### src/rtl/core/eire_pkg.sv
// Package: types, constants and helpers of the extremal index runs estimator.
`timescale 1ns / 1ps
package eire_pkg;

    localparam int SAMPLE_WIDTH       = 32;
    localparam int COUNT_WIDTH        = 32;
    localparam int ESTIMATE_FRAC_BITS = 16;
    localparam int GAP_WIDTH          = 16;
    localparam int CFG_INDEX_WIDTH    = 8;
    localparam int CFG_DATA_WIDTH     = 32;
    localparam int EST_WIDTH          = ESTIMATE_FRAC_BITS + 1;
    localparam int DIV_CNT_WIDTH      = $clog2(ESTIMATE_FRAC_BITS + 1);
    localparam int QUEUE_DEPTH        = 2;
    localparam int QPTR_WIDTH         = $clog2(QUEUE_DEPTH);
    localparam int QCNT_WIDTH         = $clog2(QUEUE_DEPTH + 1);

    localparam logic [CFG_INDEX_WIDTH-1:0] CFG_THRESHOLD = CFG_INDEX_WIDTH'(0);
    localparam logic [CFG_INDEX_WIDTH-1:0] CFG_MAX_GAP   = CFG_INDEX_WIDTH'(1);

    localparam logic REC_CLUSTER  = 1'b0;
    localparam logic REC_ESTIMATE = 1'b1;

    typedef logic [COUNT_WIDTH-1:0] count_t;

    typedef struct packed {
        logic signed [SAMPLE_WIDTH-1:0] sample;
        logic                           last;
    } in_t;

    typedef struct packed {
        logic                   kind;
        logic [COUNT_WIDTH-1:0] cluster_size;
        logic [EST_WIDTH-1:0]   estimate;
        logic                   no_exceedances;
        logic                   end_of_series;
    } out_t;

    // Work handed from the front to the back for one sample.
    typedef struct packed {
        logic   close_a;
        count_t size_a;
        logic   last;
        logic   any;
        count_t size_b;
        count_t clusters;
        count_t exceeds;
    } cmd_t;

    typedef enum logic [2:0] {
        BK_IDLE,
        BK_CLOSE_A,
        BK_CLOSE_B,
        BK_DIV,
        BK_EST
    } back_state_t;

    function automatic count_t sat_inc(input count_t v);
        sat_inc = (v == '1) ? v : v + count_t'(1);
    endfunction

endpackage

### src/rtl/core/eire_front.sv
// Front end: threshold compare, cluster tracking and command generation per sample.
`timescale 1ns / 1ps
module eire_front (
    input  logic                                   clk,
    input  logic                                   rst_n,
    input  logic                                   item_valid,
    output logic                                   item_ready,
    input  eire_pkg::in_t                          item,
    input  logic signed [eire_pkg::SAMPLE_WIDTH-1:0] threshold,
    input  logic [eire_pkg::GAP_WIDTH-1:0]         max_gap,
    input  logic                                   queue_full,
    output logic                                   push,
    output eire_pkg::cmd_t                         cmd
);
    import eire_pkg::*;

    count_t index_reg,    index_next;
    count_t prev_reg,     prev_next;
    count_t open_reg,     open_next;
    count_t clusters_reg, clusters_next;
    count_t exceeds_reg,  exceeds_next;
    logic   any_reg,      any_next;

    logic   accept;
    logic   exceed;
    logic   join_open;
    count_t gap;
    count_t open_upd;
    count_t clusters_upd;
    count_t exceeds_upd;
    logic   any_upd;

    assign item_ready = !queue_full;
    assign accept     = item_valid && item_ready;

    always_comb
    begin
        exceed       = item.sample > threshold;
        gap          = index_reg - prev_reg;
        join_open    = any_reg && (gap <= COUNT_WIDTH'(max_gap));
        open_upd     = open_reg;
        clusters_upd = clusters_reg;
        exceeds_upd  = exceeds_reg;
        if (exceed)
        begin
            exceeds_upd = sat_inc(exceeds_reg);
            if (join_open)
            begin
                open_upd = sat_inc(open_reg);
            end
            else
            begin
                open_upd     = count_t'(1);
                clusters_upd = sat_inc(clusters_reg);
            end
        end
        any_upd = any_reg || exceed;

        cmd.close_a  = exceed && !join_open && any_reg;
        cmd.size_a   = open_reg;
        cmd.last     = item.last;
        cmd.any      = any_upd;
        cmd.size_b   = open_upd;
        cmd.clusters = clusters_upd;
        cmd.exceeds  = exceeds_upd;
        push         = accept && (cmd.close_a || item.last);

        index_next    = index_reg;
        prev_next     = prev_reg;
        open_next     = open_reg;
        clusters_next = clusters_reg;
        exceeds_next  = exceeds_reg;
        any_next      = any_reg;
        if (accept)
        begin
            if (item.last)
            begin
                index_next    = '0;
                prev_next     = '0;
                open_next     = '0;
                clusters_next = '0;
                exceeds_next  = '0;
                any_next      = 1'b0;
            end
            else
            begin
                index_next    = index_reg + count_t'(1);
                prev_next     = exceed ? index_reg : prev_reg;
                open_next     = open_upd;
                clusters_next = clusters_upd;
                exceeds_next  = exceeds_upd;
                any_next      = any_upd;
            end
        end
    end

    always_ff @(posedge clk or negedge rst_n)
    begin
        if (!rst_n)
        begin
            index_reg    <= '0;
            prev_reg     <= '0;
            open_reg     <= '0;
            clusters_reg <= '0;
            exceeds_reg  <= '0;
            any_reg      <= 1'b0;
        end
        else
        begin
            index_reg    <= index_next;
            prev_reg     <= prev_next;
            open_reg     <= open_next;
            clusters_reg <= clusters_next;
            exceeds_reg  <= exceeds_next;
            any_reg      <= any_next;
        end
    end

endmodule

### src/rtl/core/eire_queue.sv
// Command queue between front and back.
`timescale 1ns / 1ps
module eire_queue (
    input  logic           clk,
    input  logic           rst_n,
    input  logic           push,
    input  eire_pkg::cmd_t push_cmd,
    input  logic           pop,
    output eire_pkg::cmd_t head,
    output logic           empty,
    output logic           full
);
    import eire_pkg::*;

    cmd_t                  entry_reg [QUEUE_DEPTH];
    logic [QPTR_WIDTH-1:0] wr_ptr_reg, wr_ptr_next;
    logic [QPTR_WIDTH-1:0] rd_ptr_reg, rd_ptr_next;
    logic [QCNT_WIDTH-1:0] count_reg,  count_next;

    assign empty = (count_reg == '0);
    assign full  = (count_reg == QCNT_WIDTH'(QUEUE_DEPTH));
    assign head  = entry_reg[rd_ptr_reg];

    always_comb
    begin
        wr_ptr_next = wr_ptr_reg;
        rd_ptr_next = rd_ptr_reg;
        count_next  = count_reg;
        if (push)
        begin
            wr_ptr_next = (wr_ptr_reg == QPTR_WIDTH'(QUEUE_DEPTH - 1)) ? '0
                        : wr_ptr_reg + QPTR_WIDTH'(1);
        end
        if (pop)
        begin
            rd_ptr_next = (rd_ptr_reg == QPTR_WIDTH'(QUEUE_DEPTH - 1)) ? '0
                        : rd_ptr_reg + QPTR_WIDTH'(1);
        end
        if (push && !pop)
        begin
            count_next = count_reg + QCNT_WIDTH'(1);
        end
        else if (pop && !push)
        begin
            count_next = count_reg - QCNT_WIDTH'(1);
        end
    end

    always_ff @(posedge clk or negedge rst_n)
    begin
        if (!rst_n)
        begin
            wr_ptr_reg <= '0;
            rd_ptr_reg <= '0;
            count_reg  <= '0;
        end
        else
        begin
            wr_ptr_reg <= wr_ptr_next;
            rd_ptr_reg <= rd_ptr_next;
            count_reg  <= count_next;
        end
    end

    always_ff @(posedge clk)
    begin
        if (push)
        begin
            entry_reg[wr_ptr_reg] <= push_cmd;
        end
    end

endmodule

### src/rtl/core/eire_back.sv
// Back end: emits cluster records, runs the serial divider, emits the estimate record.
`timescale 1ns / 1ps
module eire_back (
    input  logic           clk,
    input  logic           rst_n,
    input  eire_pkg::cmd_t head,
    input  logic           empty,
    output logic           pop,
    output logic           result_valid,
    input  logic           result_ready,
    output eire_pkg::out_t result
);
    import eire_pkg::*;

    back_state_t              state_reg, state_next;
    cmd_t                     cmd_reg,   cmd_next;
    count_t                   rem_reg,   rem_next;
    logic [EST_WIDTH-1:0]     quo_reg,   quo_next;
    logic [DIV_CNT_WIDTH-1:0] bit_reg,   bit_next;
    logic                     out_valid_reg, out_valid_next;
    out_t                     out_reg,   out_next;

    logic                     out_load;
    logic [COUNT_WIDTH:0]     rem_dbl;
    logic                     rem_ge;
    logic [EST_WIDTH-1:0]     est_rounded;

    assign result_valid = out_valid_reg;
    assign result       = out_reg;
    assign out_load     = !out_valid_reg || result_ready;

    always_comb
    begin
        rem_dbl     = {rem_reg, 1'b0};
        rem_ge      = rem_dbl >= {1'b0, cmd_reg.exceeds};
        est_rounded = quo_reg + EST_WIDTH'(rem_ge);

        state_next     = state_reg;
        cmd_next       = cmd_reg;
        rem_next       = rem_reg;
        quo_next       = quo_reg;
        bit_next       = bit_reg;
        out_next       = out_reg;
        out_valid_next = out_valid_reg && !result_ready;
        pop            = 1'b0;

        case (state_reg)
            BK_IDLE:
            begin
                if (!empty)
                begin
                    pop      = 1'b1;
                    cmd_next = head;
                    if (head.close_a)
                    begin
                        state_next = BK_CLOSE_A;
                    end
                    else if (head.any)
                    begin
                        state_next = BK_CLOSE_B;
                    end
                    else
                    begin
                        state_next = BK_EST;
                    end
                end
            end
            BK_CLOSE_A:
            begin
                if (out_load)
                begin
                    out_valid_next          = 1'b1;
                    out_next.kind           = REC_CLUSTER;
                    out_next.cluster_size   = cmd_reg.size_a;
                    out_next.estimate       = '0;
                    out_next.no_exceedances = 1'b0;
                    out_next.end_of_series  = 1'b0;
                    if (!cmd_reg.last)
                    begin
                        state_next = BK_IDLE;
                    end
                    else if (cmd_reg.any)
                    begin
                        state_next = BK_CLOSE_B;
                    end
                    else
                    begin
                        state_next = BK_EST;
                    end
                end
            end
            BK_CLOSE_B:
            begin
                if (out_load)
                begin
                    out_valid_next          = 1'b1;
                    out_next.kind           = REC_CLUSTER;
                    out_next.cluster_size   = cmd_reg.size_b;
                    out_next.estimate       = '0;
                    out_next.no_exceedances = 1'b0;
                    out_next.end_of_series  = 1'b0;
                    // clusters never exceed exceedances: integer part is 1 only on equality
                    if (cmd_reg.clusters == cmd_reg.exceeds)
                    begin
                        quo_next = EST_WIDTH'(1);
                        rem_next = '0;
                    end
                    else
                    begin
                        quo_next = '0;
                        rem_next = cmd_reg.clusters;
                    end
                    bit_next   = '0;
                    state_next = BK_DIV;
                end
            end
            BK_DIV:
            begin
                if (rem_ge)
                begin
                    rem_next = count_t'(rem_dbl - {1'b0, cmd_reg.exceeds});
                    quo_next = {quo_reg[EST_WIDTH-2:0], 1'b1};
                end
                else
                begin
                    rem_next = count_t'(rem_dbl);
                    quo_next = {quo_reg[EST_WIDTH-2:0], 1'b0};
                end
                bit_next = bit_reg + DIV_CNT_WIDTH'(1);
                if (bit_reg == DIV_CNT_WIDTH'(ESTIMATE_FRAC_BITS - 1))
                begin
                    state_next = BK_EST;
                end
            end
            BK_EST:
            begin
                if (out_load)
                begin
                    out_valid_next          = 1'b1;
                    out_next.kind           = REC_ESTIMATE;
                    out_next.cluster_size   = '0;
                    out_next.estimate       = cmd_reg.any ? est_rounded : '0;
                    out_next.no_exceedances = !cmd_reg.any;
                    out_next.end_of_series  = 1'b1;
                    state_next              = BK_IDLE;
                end
            end
            default:
            begin
                state_next = BK_IDLE;
            end
        endcase
    end

    always_ff @(posedge clk or negedge rst_n)
    begin
        if (!rst_n)
        begin
            state_reg     <= BK_IDLE;
            out_valid_reg <= 1'b0;
            bit_reg       <= '0;
        end
        else
        begin
            state_reg     <= state_next;
            out_valid_reg <= out_valid_next;
            bit_reg       <= bit_next;
        end
    end

    always_ff @(posedge clk)
    begin
        cmd_reg <= cmd_next;
        rem_reg <= rem_next;
        quo_reg <= quo_next;
        out_reg <= out_next;
    end

endmodule

### src/rtl/core/extremal_index_runs_estimator_unit.sv
// Top level: configuration registers, front end, command queue and back end.
// Input: one sample a cycle while the two-entry command queue has room.
// Output: a cluster record needs a queue pop and then an output load in the back end; the
// estimate record follows the series' last cluster record and, if there were exceedances,
// the serial divider's fraction bits. Records also wait on back-end busy and output stalls.
// Reset (rst_n, async low): series state cleared, threshold 0, max_gap 1, queue empty.
`timescale 1ns / 1ps
module extremal_index_runs_estimator_unit (
    input  logic                                   clk,
    input  logic                                   rst_n,
    input  logic                                   cfg_valid,
    output logic                                   cfg_ready,
    input  logic [eire_pkg::CFG_INDEX_WIDTH-1:0]   cfg_index,
    input  logic [eire_pkg::CFG_DATA_WIDTH-1:0]    cfg_data,
    input  logic                                   sample_valid,
    output logic                                   sample_ready,
    input  eire_pkg::in_t                          sample_item,
    output logic                                   result_valid,
    input  logic                                   result_ready,
    output eire_pkg::out_t                         result_item
);
    import eire_pkg::*;

    logic signed [SAMPLE_WIDTH-1:0] threshold_reg;
    logic [GAP_WIDTH-1:0]           max_gap_reg;

    logic queue_full;
    logic queue_empty;
    logic push;
    logic pop;
    cmd_t push_cmd;
    cmd_t head;

    assign cfg_ready = 1'b1;

    always_ff @(posedge clk or negedge rst_n)
    begin
        if (!rst_n)
        begin
            threshold_reg <= '0;
            max_gap_reg   <= GAP_WIDTH'(1);
        end
        else if (cfg_valid)
        begin
            case (cfg_index)
                CFG_THRESHOLD: threshold_reg <= SAMPLE_WIDTH'(cfg_data);
                CFG_MAX_GAP:   max_gap_reg   <= cfg_data[GAP_WIDTH-1:0];
                default:       ;
            endcase
        end
    end

    eire_front u_front (
        .clk        (clk),
        .rst_n      (rst_n),
        .item_valid (sample_valid),
        .item_ready (sample_ready),
        .item       (sample_item),
        .threshold  (threshold_reg),
        .max_gap    (max_gap_reg),
        .queue_full (queue_full),
        .push       (push),
        .cmd        (push_cmd)
    );

    eire_queue u_queue (
        .clk      (clk),
        .rst_n    (rst_n),
        .push     (push),
        .push_cmd (push_cmd),
        .pop      (pop),
        .head     (head),
        .empty    (queue_empty),
        .full     (queue_full)
    );

    eire_back u_back (
        .clk          (clk),
        .rst_n        (rst_n),
        .head         (head),
        .empty        (queue_empty),
        .pop          (pop),
        .result_valid (result_valid),
        .result_ready (result_ready),
        .result       (result_item)
    );

endmodule
### config.mk
export PLATFORM = sky130hd
export DESIGN_NAME = extremal_index_runs_estimator_unit
export DESIGN_NICKNAME = d
export VERILOG_FILES = /design/src/rtl/core/eire_pkg.sv /design/src/rtl/core/eire_front.sv /design/src/rtl/core/eire_queue.sv /design/src/rtl/core/eire_back.sv /design/src/rtl/core/extremal_index_runs_estimator_unit.sv
export SDC_FILE = /design/constraint.sdc
export NUM_CORES = 1
export LEC_CHECK = 0
export BUFFER_PORTS_ARGS = -buffer_cell sky130_fd_sc_hd__buf_4
export CAP_MARGIN = 20
export CORE_UTILIZATION = 30
export CTS_BUF_LIST = sky130_fd_sc_hd__clkbuf_8
export DETAILED_ROUTE_END_ITERATION = 6
export HOLD_SLACK_MARGIN = 0.15
export MAX_ROUTING_LAYER = met4
export PLACE_DENSITY = 0.42
export RECOVER_POWER = 50
export SLEW_MARGIN = 20
export SYNTH_ARGS = -nofsm -noshare
export SYNTH_HDL_FRONTEND = slang
export SYNTH_SLANG_ARGS = --single-unit
export TNS_END_PERCENT = 10
### constraint.sdc
create_clock -name clk -period 29.4 [get_ports clk]
set_clock_uncertainty 0.2 [all_clocks]
set_input_delay 0 -clock clk [delete_from_list [all_inputs] [get_ports clk]]
set_output_delay 0 -clock clk [all_outputs]
set_load 0.05 [all_outputs]
After elaboration in Yosys (flattened, before gate mapping)

Memory sizes are Yosys's and may differ from the RTL's.
Index checks and enable logic that the tools add are counted.
W data, S select, Z words.

Bitwise operators: 1
Reduce and logical (&&, ||, !) cells: 33
Add/subtract/negate cells: 12
Mux-type cells: 50
Equal/unequal tests: 16
Order comparisons: 3

Operator list:

| operator                | number |
|---|---|
| $mux W32                | 17 |
| $mux W52                | 3 |
| $pmux W52 S3            | 1 |
| $add A32 B1 Y32 const B | 4 |
| $eq A32 B32 Y1 const B  | 3 |
| $pmux W32 S2            | 1 |
| $sub A32 B32 Y32        | 2 |
| $mux W17                | 2 |
| $pmux W17 S2            | 1 |
| $ge A33 B32 Y1          | 1 |
| $eq A32 B32 Y1          | 1 |
| $gt A32 B32 Y1          | 1 |
| $le A32 B16 Y1          | 1 |
| $mux W3                 | 9 |
| $add A17 B1 Y17         | 1 |
| $pmux W3 S5             | 1 |
| $mux W1                 | 11 |
| $pmux W5 S2             | 1 |
| $reduce_and A2 Y1       | 5 |
| $eq A8 B1 Y1 const B    | 1 |
| $logic_and A1 B1 Y1     | 8 |
| $logic_not A8 Y1        | 1 |
| $ne A2 B1 Y1 const B    | 4 |
| $logic_not A1 Y1        | 7 |
| other kinds (21)        | 28 |

Input port bits: 78
Flip-flop bits (word level): 453
Word-level logic and storage cells: 143
Memories: 1
Output and inout port bits: 55
RAM bits: 262

Memories:

| name              | depth | bits a word | read ports | clocked after memory_dff | write ports | line             | RTL |
|---|---|---|---|---|---|---|---|
| u_queue.entry_reg | 2     | 131         | 1          | 0                        | 1           | eire_queue.sv:15 | `cmd_t entry_reg [QUEUE_DEPTH];` |

Depth between registers and ports, before layout

Gate-level depths: netlist of run 1.

Word-level depth: 12
Gate-level depth with buffers: 28
Gate-level depth less buffers: 27

Hierarchy

From an unflattened synthesis of run 1, not the netlist that was laid out.

Cell total of the unflattened synthesis: 2976
Area total of the unflattened synthesis: 35901.9 um^2

By module, submodules not included:

| module                             | sequential area each (um^2) | area each (um^2) | cells an instance | times used |
|---|---|---|---|---|
| eire_front                         | 4028.9                      | 12831.1          | 1590              | 1 |
| eire_back                          | 7131.8                      | 11229.5          | 854               | 1 |
| eire_queue                         | 7967.6                      | 9970.8           | 424               | 1 |
| extremal_index_runs_estimator_unit | 1202.4                      | 1870.5           | 108               | 1 |

Worst setup path before layout of run 1

OpenSTA, ideal clock, no wires.

Kind: register -> register
Start point: register u_front.index_reg[8]
End point: memory u_queue.entry_reg[0][0] (netlist bit) (enable)
Arrival time: 9.024 ns
Setup time: 0.623 ns
Period minus slack after synthesis: 9.847 ns
Path buffers: 1
Required time: 28.577 ns
Stages on the path, launching flop included: 23
Setup slack: 19.553 ns
Path through: dfrtp_1 -> ha_1 -> a211o_1 -> a21oi_1 -> nor2_1 -> a31o_2 -> o21ai_0 -> nand2b_1 -> a21oi_1 -> xnor2_1 -> ha_1 -> nand4_1 -> a2111oi_0 -> or4_1 -> o21ai_0 -> o221ai_1 -> or4_1 -> or4_1 -> or3_1 -> buf_6 -> and3_4 -> o21ai_2 -> nor2_1

RTL lines:

| element                | line              | RTL |
|---|---|---|
| start, declared        | eire_front.sv:17  | `count_t index_reg, index_next;` |
| start signal, assigned | eire_front.sv:110 | `index_reg <= index_next;` |
| end, declared          | eire_queue.sv:15  |  |

==> results of run 1 <==
## worst paths after layout
path | to | depth (start not counted) | slack, ps
worst max register to register | u_front.open_reg[2] | 23 | 21860
worst min-delay path | u_front.prev_reg[17] | 1 | 300
worst min register to register | u_front.prev_reg[17] | 1 | 300
max in group clk | u_front.open_reg[2] | 23 | 21860
worst max-delay path | threshold_reg[6] | 4 | 19640
min in group asynchronous | u_front.exceeds_reg[22] | 4 | 2100
## metal layers
metal  GRT usage  vias to the layer above
met5           -                        -
met4     0.04591                        0
met3     0.02932                      150
met2      0.2551                      511
met1      0.2111                    11830
li1            -                    11571
## what timing repair did
action | CTS | global route
hold endpoints to repair | 468 | 0
resized for setup | 0 | 0
hold buffers | 129 | 0
endpoints found under the setup margin | 0 | 0
## per-stage QoR
step / cell area (um2) / std cells / hold slack, ps
4_1_cts: 41630 / 4908 / 162.2
5_1_grt: 41310 / 4910 / 316.5
2_1_floorplan: 35090 / 2982 / -495.6
6_report: 41310 / 4910 / 301.9
3_5_place_dp: 37760 / 4536 / -158.7
3_3_place_gp: 37760 / 4536 / -158.1
## worst reg2reg max path: cells and delay by family (launching register included)
family,cells,cell delay (ps)
buffers and inverters,3,980
xor gates and xnor gates,1,200
AOI/OAI and AO/OA,8,1750
DFF,1,430
adders and majority gates,3,910
and+or+nand+nor,8,3030
## logic make-up after synthesis
kind of cell | share of synthesized area
and+or+nand+nor | 0.1232
DFF | 0.5793
AOI/OAI and AO/OA | 0.1044
buffers and inverters | 0.03216
muxes | 0.06500
xor gates and xnor gates | 0.05191
adders and majority gates | 0.04393
other | 0.0001069
## cell type report
type,count,area (um2),share of cell area
Sequential cell,714,20330,0.4922
Timing Repair Buffer,288,2223,0.05382
Clock inverter,102,615.6,0.01490
Clock buffer,141,1941,0.04698
Multi-Input combinational cell,1983,13700,0.3317
Antenna cell,2,5.005,0.0001212
Tap cell,1524,1907,0.04616
Inverter,156,585.6,0.01418
## placed cells by master, fill, tap and decap left out, types with 14 or more instances in the layout
cell | Yosys | layout
xnor2_1 | 100 | 100
inv_1 | 156 | 203
a21o_1 | 28 | 28
nand2b_1 | 18 | 18
ha_1 | 120 | 120
clkbuf_8 | 0 | 141
nor2_1 | 205 | 199
clkinv_1 | 0 | 30
and2_1 | 30 | 17
nand4_1 | 58 | 58
dfrtp_1 | 221 | 221
mux2_1 | 0 | 47
nor4_1 | 28 | 28
nor2b_1 | 27 | 26
mux2i_1 | 58 | 58
a21oi_1 | 106 | 106
nor3_1 | 56 | 55
buf_4 | 2 | 90
nand3_1 | 80 | 80
a22o_1 | 76 | 76
a221o_1 | 16 | 16
a31oi_1 | 19 | 19
dlygate4sd3_1 | 0 | 128
o211ai_1 | 14 | 14
clkbuf_1 | 107 | 69
o21ai_0 | 156 | 155
mux2_2 | 151 | 104
xor2_1 | 108 | 108
edfxtp_1 | 492 | 492
nand2_1 | 267 | 267
o21ai_1 | 17 | 16
or3_1 | 22 | 22
o22ai_1 | 15 | 15
and3_1 | 53 | 53
## where the power goes
group	leakage, nW	internal, mW	switching, mW	total, mW
clock network	1.46	0.491	0.436	0.928
registers	7.41	1.46	0.167	1.63
logic	7.23	0.524	0.942	1.47
total	16.1	2.48	1.55	4.03
==> summary.txt, run 1 <==
Run status
  – Outcome: complete, but fails checks
  – Failing checks: design-rule violations, max-capacitance violations, max-slew violations

Placement
  – HPWL after DPL: 61520 um
  – Place WS: 22180 ps
  – I/O Buffers: 131
  – Routability cong.: 0.8767

Timing
  – Crit path setup slack, layout: 19640 ps
  – Final worst-path cycle share: 0.3319
  – # setup viols final: 0
  – Max-slew violations: 850
  – Minimum clock period after layout: 9758 ps
  – Rel. slew slack: -5.125
  – TNS Setup: 0 ps
  – Worst slew pin tran: 9187 ps
  – Final Hold Fails: 0
  – RSZ-0062 raised after global routing: false
  – F_max: 102.5 MHz

Synthesis
  – Gate Count Post-Synth: 2982
  – Dominant synthesized flop cell: edfxtp_1
  – Netlist Area Pre-Place: 0.03509 mm2
  – Yosys reg bits: 714
  – Synth top area share: 0.4210
  – Ranking of synthesized cells by area: edfxtp_1 (42%), dfrtp_1 (16%), mux2_2 (4.8%)
  – Post-synth ARST share: 0.3109
  – Most instantiated library cell after synthesis: edfxtp_1
  – Syn nets: 3182
  – Synth unique cells: 84
  – Top cell type by total area after synthesis: edfxtp_1
  – Register area share after synthesis: 0.5793
  – Post-synth top cells: edfxtp_1 (492), nand2_1 (267), dfrtp_1 (221), nor2_1 (205)
  – Synthesized area per cell: 11.77 um2
  – Post-synth EDFFs: 492
  – Yosys warnings: 0

Cells and area
  – Fill cells: 11443
  – Layout Utilization: 0.3560
  – # nets final: 3478
  – Layout cells sized above 1: 0.1170
  – P&R area growth vs syn: 17.71%
  – Max reg flops: 262

Flow run
  – Max_cap viols: 15

Setup path
  – FF-to-FF Start: u_front.index_reg[0]
  – CP Class: in2async
  – Crit. End Element: async pin
  – Crit-path cells: dlygate4sd3_1, dlygate4sd3_1, clkbuf_1, clkbuf_1
  – Crit path from: rst_n
  – CP max stage cell: clkbuf_1
  – Critical Path Start Type: primary input
  – Critical Path AT: 8120 ps
  – CP peak stage delay: 6400 ps
  – CP top delay family: buffers and inverters
  – Buf/Inv on CP: 4
  – Req. time, crit path: 27770 ps
  – CP Max Fanout: 156

CTS
  – Post-CTS Setup Bufs: 0
  – Clk pin slew, worst setup/hold paths: 50 ps
  – CTS max path bufs: 3
  – Root Driver: clkbuf_8
  – Cts bufs inserted: 135
  – Clk_lat worst skew: 810 ps
  – CTS sink cnt: 714
  – Htree depth: 4
  – CTS tree: built

Routing
  – Wirelength per Cell: 18.82 um
  – Vias: 24062
  – Routed wl met3: 4179 um
  – First DRT Iteration DRCs: 1476
  – M1 WL: 43040 um
  – Antenna Nets Post-Route: 0
  – Drt pass-1 iters: 7
  – Via density: 4.901
  – Final WL: 92420 um
  – Top layer used by detailed routing: met4
  – Met2 Routed Length: 43380 um
  – DR DRC count: 9

Die
  – Die Width: 344.0 um
  – Die H: 344.0 um
  – Top Ports: 133
  – FP Rows: 125
  – Die ar.: 0.1183 mm2
  – CORE AREA: 0.1160 mm2
  – Initial core utilization: 0.3024

GRT
  – Global-route wire length before repair: 143900 um
  – Antenna violations before repair: 3
  – Vias in the first global route: 24787
  – Total grt overflow: 0
  – GRT Total Usage: 0.1614
  – Pin count of the biggest net entering global routing: 157

Worst hold path
  – Hold path start: u_front.prev_reg[17]
  – Hold Path Class: reg2reg

Power and ir drop
  – PD cells: 97.45 mW/mm2
  – Tot Pwr: 4.025 mW
  – Maximum VDD drop: 0.06181 mV
  – Pleak: 16.10 nW
Note: power is estimated with default switching activity, not from simulation.
==> inputs of run 2 (changes only) <==
--- a/config.mk
+++ b/config.mk
@@ -5,6 +5,7 @@
 export SDC_FILE = /design/constraint.sdc
 export NUM_CORES = 1
 export LEC_CHECK = 0
+export ABC_AREA = 1
 export BUFFER_PORTS_ARGS = -buffer_cell sky130_fd_sc_hd__buf_4
 export CAP_MARGIN = 20
 export CORE_UTILIZATION = 30
==> constraint.sdc (replaced) <==
create_clock -name clk -period 9 [get_ports clk]
set_clock_uncertainty 0.2 [all_clocks]
set_input_delay 0 -clock clk [delete_from_list [all_inputs] [get_ports clk]]
set_output_delay 0 -clock clk [all_outputs]
set_load 0.05 [all_outputs]
==> summary.txt, run 2 <==
Synthesis
  – Top cell type by total area after synthesis: edfxtp_1
  – Post-synth top cells: nand2_1 (1265), inv_1 (564), edfxtp_1 (492), nor2_1 (255), nand3_1 (232)
  – Dominant synthesized flop cell: edfxtp_1
  – Register area share after synthesis: 0.5529
  – Synth top area share: 0.4018
  – Syn nets: 4305
  – Netlist Area Pre-Place: 0.03677 mm2
  – Synth unique cells: 61
  – Most instantiated library cell after synthesis: nand2_1
  – Gate Count Post-Synth: 4105
  – Yosys warnings: 0
  – Ranking of synthesized cells by area: edfxtp_1 (40%), dfrtp_1 (15%), nand2_1 (13%)
  – Yosys reg bits: 714
  – Post-synth ARST share: 0.3109
  – Synthesized area per cell: 8.958 um2
  – Post-synth EDFFs: 492

Flow run
  – Max_cap viols: 14

Die
  – Die ar.: 0.1240 mm2
  – Top Ports: 133
  – FP Rows: 128
  – Die Width: 352.1 um
  – CORE AREA: 0.1217 mm2
  – Initial core utilization: 0.3021
  – Die H: 352.1 um

Setup path
  – Critical Path AT: 7240 ps
  – Critical Path Start Type: flip-flop
  – CP top delay family: buffers and inverters
  – CP Max Fanout: 37
  – Crit. End Element: flip-flop
  – CP max stage cell: clkbuf_1
  – CP Class: reg2reg
  – Crit-path cells: clkinv_1, clkbuf_1, nand2_1, nor2_2, clkbuf_1, clkinv_1, o21ai_0, buf_4
  – Buf/Inv on CP: 5
  – CP peak stage delay: 1610 ps
  – Req. time, crit path: 9290 ps

Routing
  – Drt pass-1 iters: 6
  – Via density: 4.596
  – Antenna Nets Post-Route: 0
  – Vias: 28172
  – First DRT Iteration DRCs: 1799
  – DR DRC count: 0
  – Wirelength per Cell: 17.47 um
  – Final WL: 107100 um

Run status
  – Outcome: complete, but fails checks
  – Failing checks: max-capacitance violations, max-slew violations

Cells and area
  – Fin area: 0.04306 mm2
  – # nets final: 4595
  – Max reg flops: 262
  – Layout cells sized above 1: 0.07885
  – Final Non-Filler Cells: 6130
  – Commonest non-fill, non-tap cell in the layout: nand2_1
  – Layout Utilization: 0.3538
  – Most frequent cells in the layout: nand2_1 (1265), inv_1 (616), edfxtp_1 (492), nor2_1 (252), nand3_1 (232)
  – P&R area growth vs syn: 17.10%

CTS
  – Cts bufs inserted: 136
  – Root Driver: clkbuf_8
  – CTS tree: built
  – Htree depth: 4
  – Clk_lat worst skew: 880 ps
  – Post_cts resized: 0
  – Clk pin slew, worst setup/hold paths: 60 ps
  – Hold Buf Count CTS: 108
  – CTS sink cnt: 714
  – CTS max path bufs: 3
  – Post-CTS Setup Bufs: 0

Timing
  – Final Hold Fails: 0
  – # setup viols final: 0
  – Final worst-path cycle share: 0.7725
  – Max-slew violations: 683
  – Rel. slew slack: -1.671
  – F_max: 143.8 MHz
  – Minimum clock period after layout: 6953 ps
  – TNS Setup: 0 ps
  – RSZ-0062 raised after global routing: false
  – Worst slew pin tran: 4006 ps

Power and ir drop
  – Pleak: 18.84 nW
  – PD cells: 315.1 mW/mm2
  – Tot Pwr: 13.57 mW
  – Maximum VDD drop: 0.2033 mV

GRT
  – Antenna violations before repair: 2
  – Pin count of the biggest net entering global routing: 106
  – GRT Total Usage: 0.1779
  – Total grt overflow: 0
  – Global-route wire length before repair: 166200 um
  – Vias in the first global route: 27788

Placement
  – Placed cells: 5772
  – I/O Buffers: 131
  – HPWL after DPL: 74360 um
  – DP Area: 0.03956 mm2
  – Routability cong.: 0.8691

Worst hold path
  – Hold Path Class: reg2reg
-- run 2: changes by cell type after synthesis, sizes merged, moves of 43 or more --
cell / before / now
xnor2: 100 / 35
inv: 156 / 576
mux2: 151 / 16
a22o: 76 / 0
o22ai: 15 / 58
mux2i: 58 / 2
xor2: 108 / 59
nor2: 205 / 275
nand2: 268 / 1274
nand3: 82 / 235
-- run 2: worst register-to-register path, delay by kind of cell, from the launching register on --
family | cells | cell delay, ps
AOI/OAI and AO/OA | 1 | 1430
buffers and inverters | 5 | 4120
DFF | 1 | 390
and+or+nand+nor | 2 | 420
-- run 2: where the power goes --
group          switching (mW)  internal, mW
logic                    3.71          1.52
clock network            1.50          1.67
registers               0.414          4.75
total                    5.62          7.94
-- run 2: area by class of cell --
type                       instances  area, um2
multi-input combinational       2692      13750
tap                             1625       2033
inverter                         579       2182
sequential                       714      20330
fill                           12684      78660
timing repair buffer             272       2087
clock inverter                    99      664.4
clock buffer                     146       2009
antenna                            3      7.507
-- run 2: path summary, 6_finish.rpt --
path                                          start                       to  slack (ps)  cells after the start
setup / recovery                u_back.state_reg[2]       u_back.rem_reg[27]        2050                      8
hold / removal             u_queue.entry_reg[0][66]       u_back.cmd_reg[66]         260                      2
setup reg to reg                u_back.state_reg[2]       u_back.rem_reg[27]        2050                      8
hold reg to reg            u_queue.entry_reg[0][66]       u_back.cmd_reg[66]         260                      2
max in group asynchronous                     rst_n  u_front.clusters_reg[0]        3810                      5
min in group asynchronous                     rst_n      u_front.open_reg[1]        2110                      5
-- run 2: logic make-up after synthesis --
group                    count (synthesis)  synth area share
AO/OA/AOI/OAI                          419           0.06672
XOR/XNOR                                94           0.02239
adder cells (fa/ha/maj)                122           0.04192
buffers and inverters                  699           0.07424
flip-flops                             714            0.5529
multiplexers                            18          0.005444
other                                    1         0.0001020
AND/OR/NAND/NOR                       2038            0.2363
-- run 2: layer usage --
layer  GRT usage  up-vias  part of all wire
met2      0.2715      523              0.45
li1            -    14228                 -
met4     0.05496        0             0.020
met3     0.03043      140             0.043
met5           -        -                 0
met1      0.2404    13281              0.49
-- run 2: stage by stage --
| stage | hold WS [ps] | setup WS, ps |
|---|---|---|
| 2_1_floorplan | -495.6 | 387.6 |
| 3_3_place_gp | -183.2 | 2782 |
| 3_5_place_dp | -176.6 | 2749 |
| 4_1_cts | 165.6 | 2178 |
| 5_1_grt | 278.8 | 1300 |
| 6_report | 261.8 | 2047 |
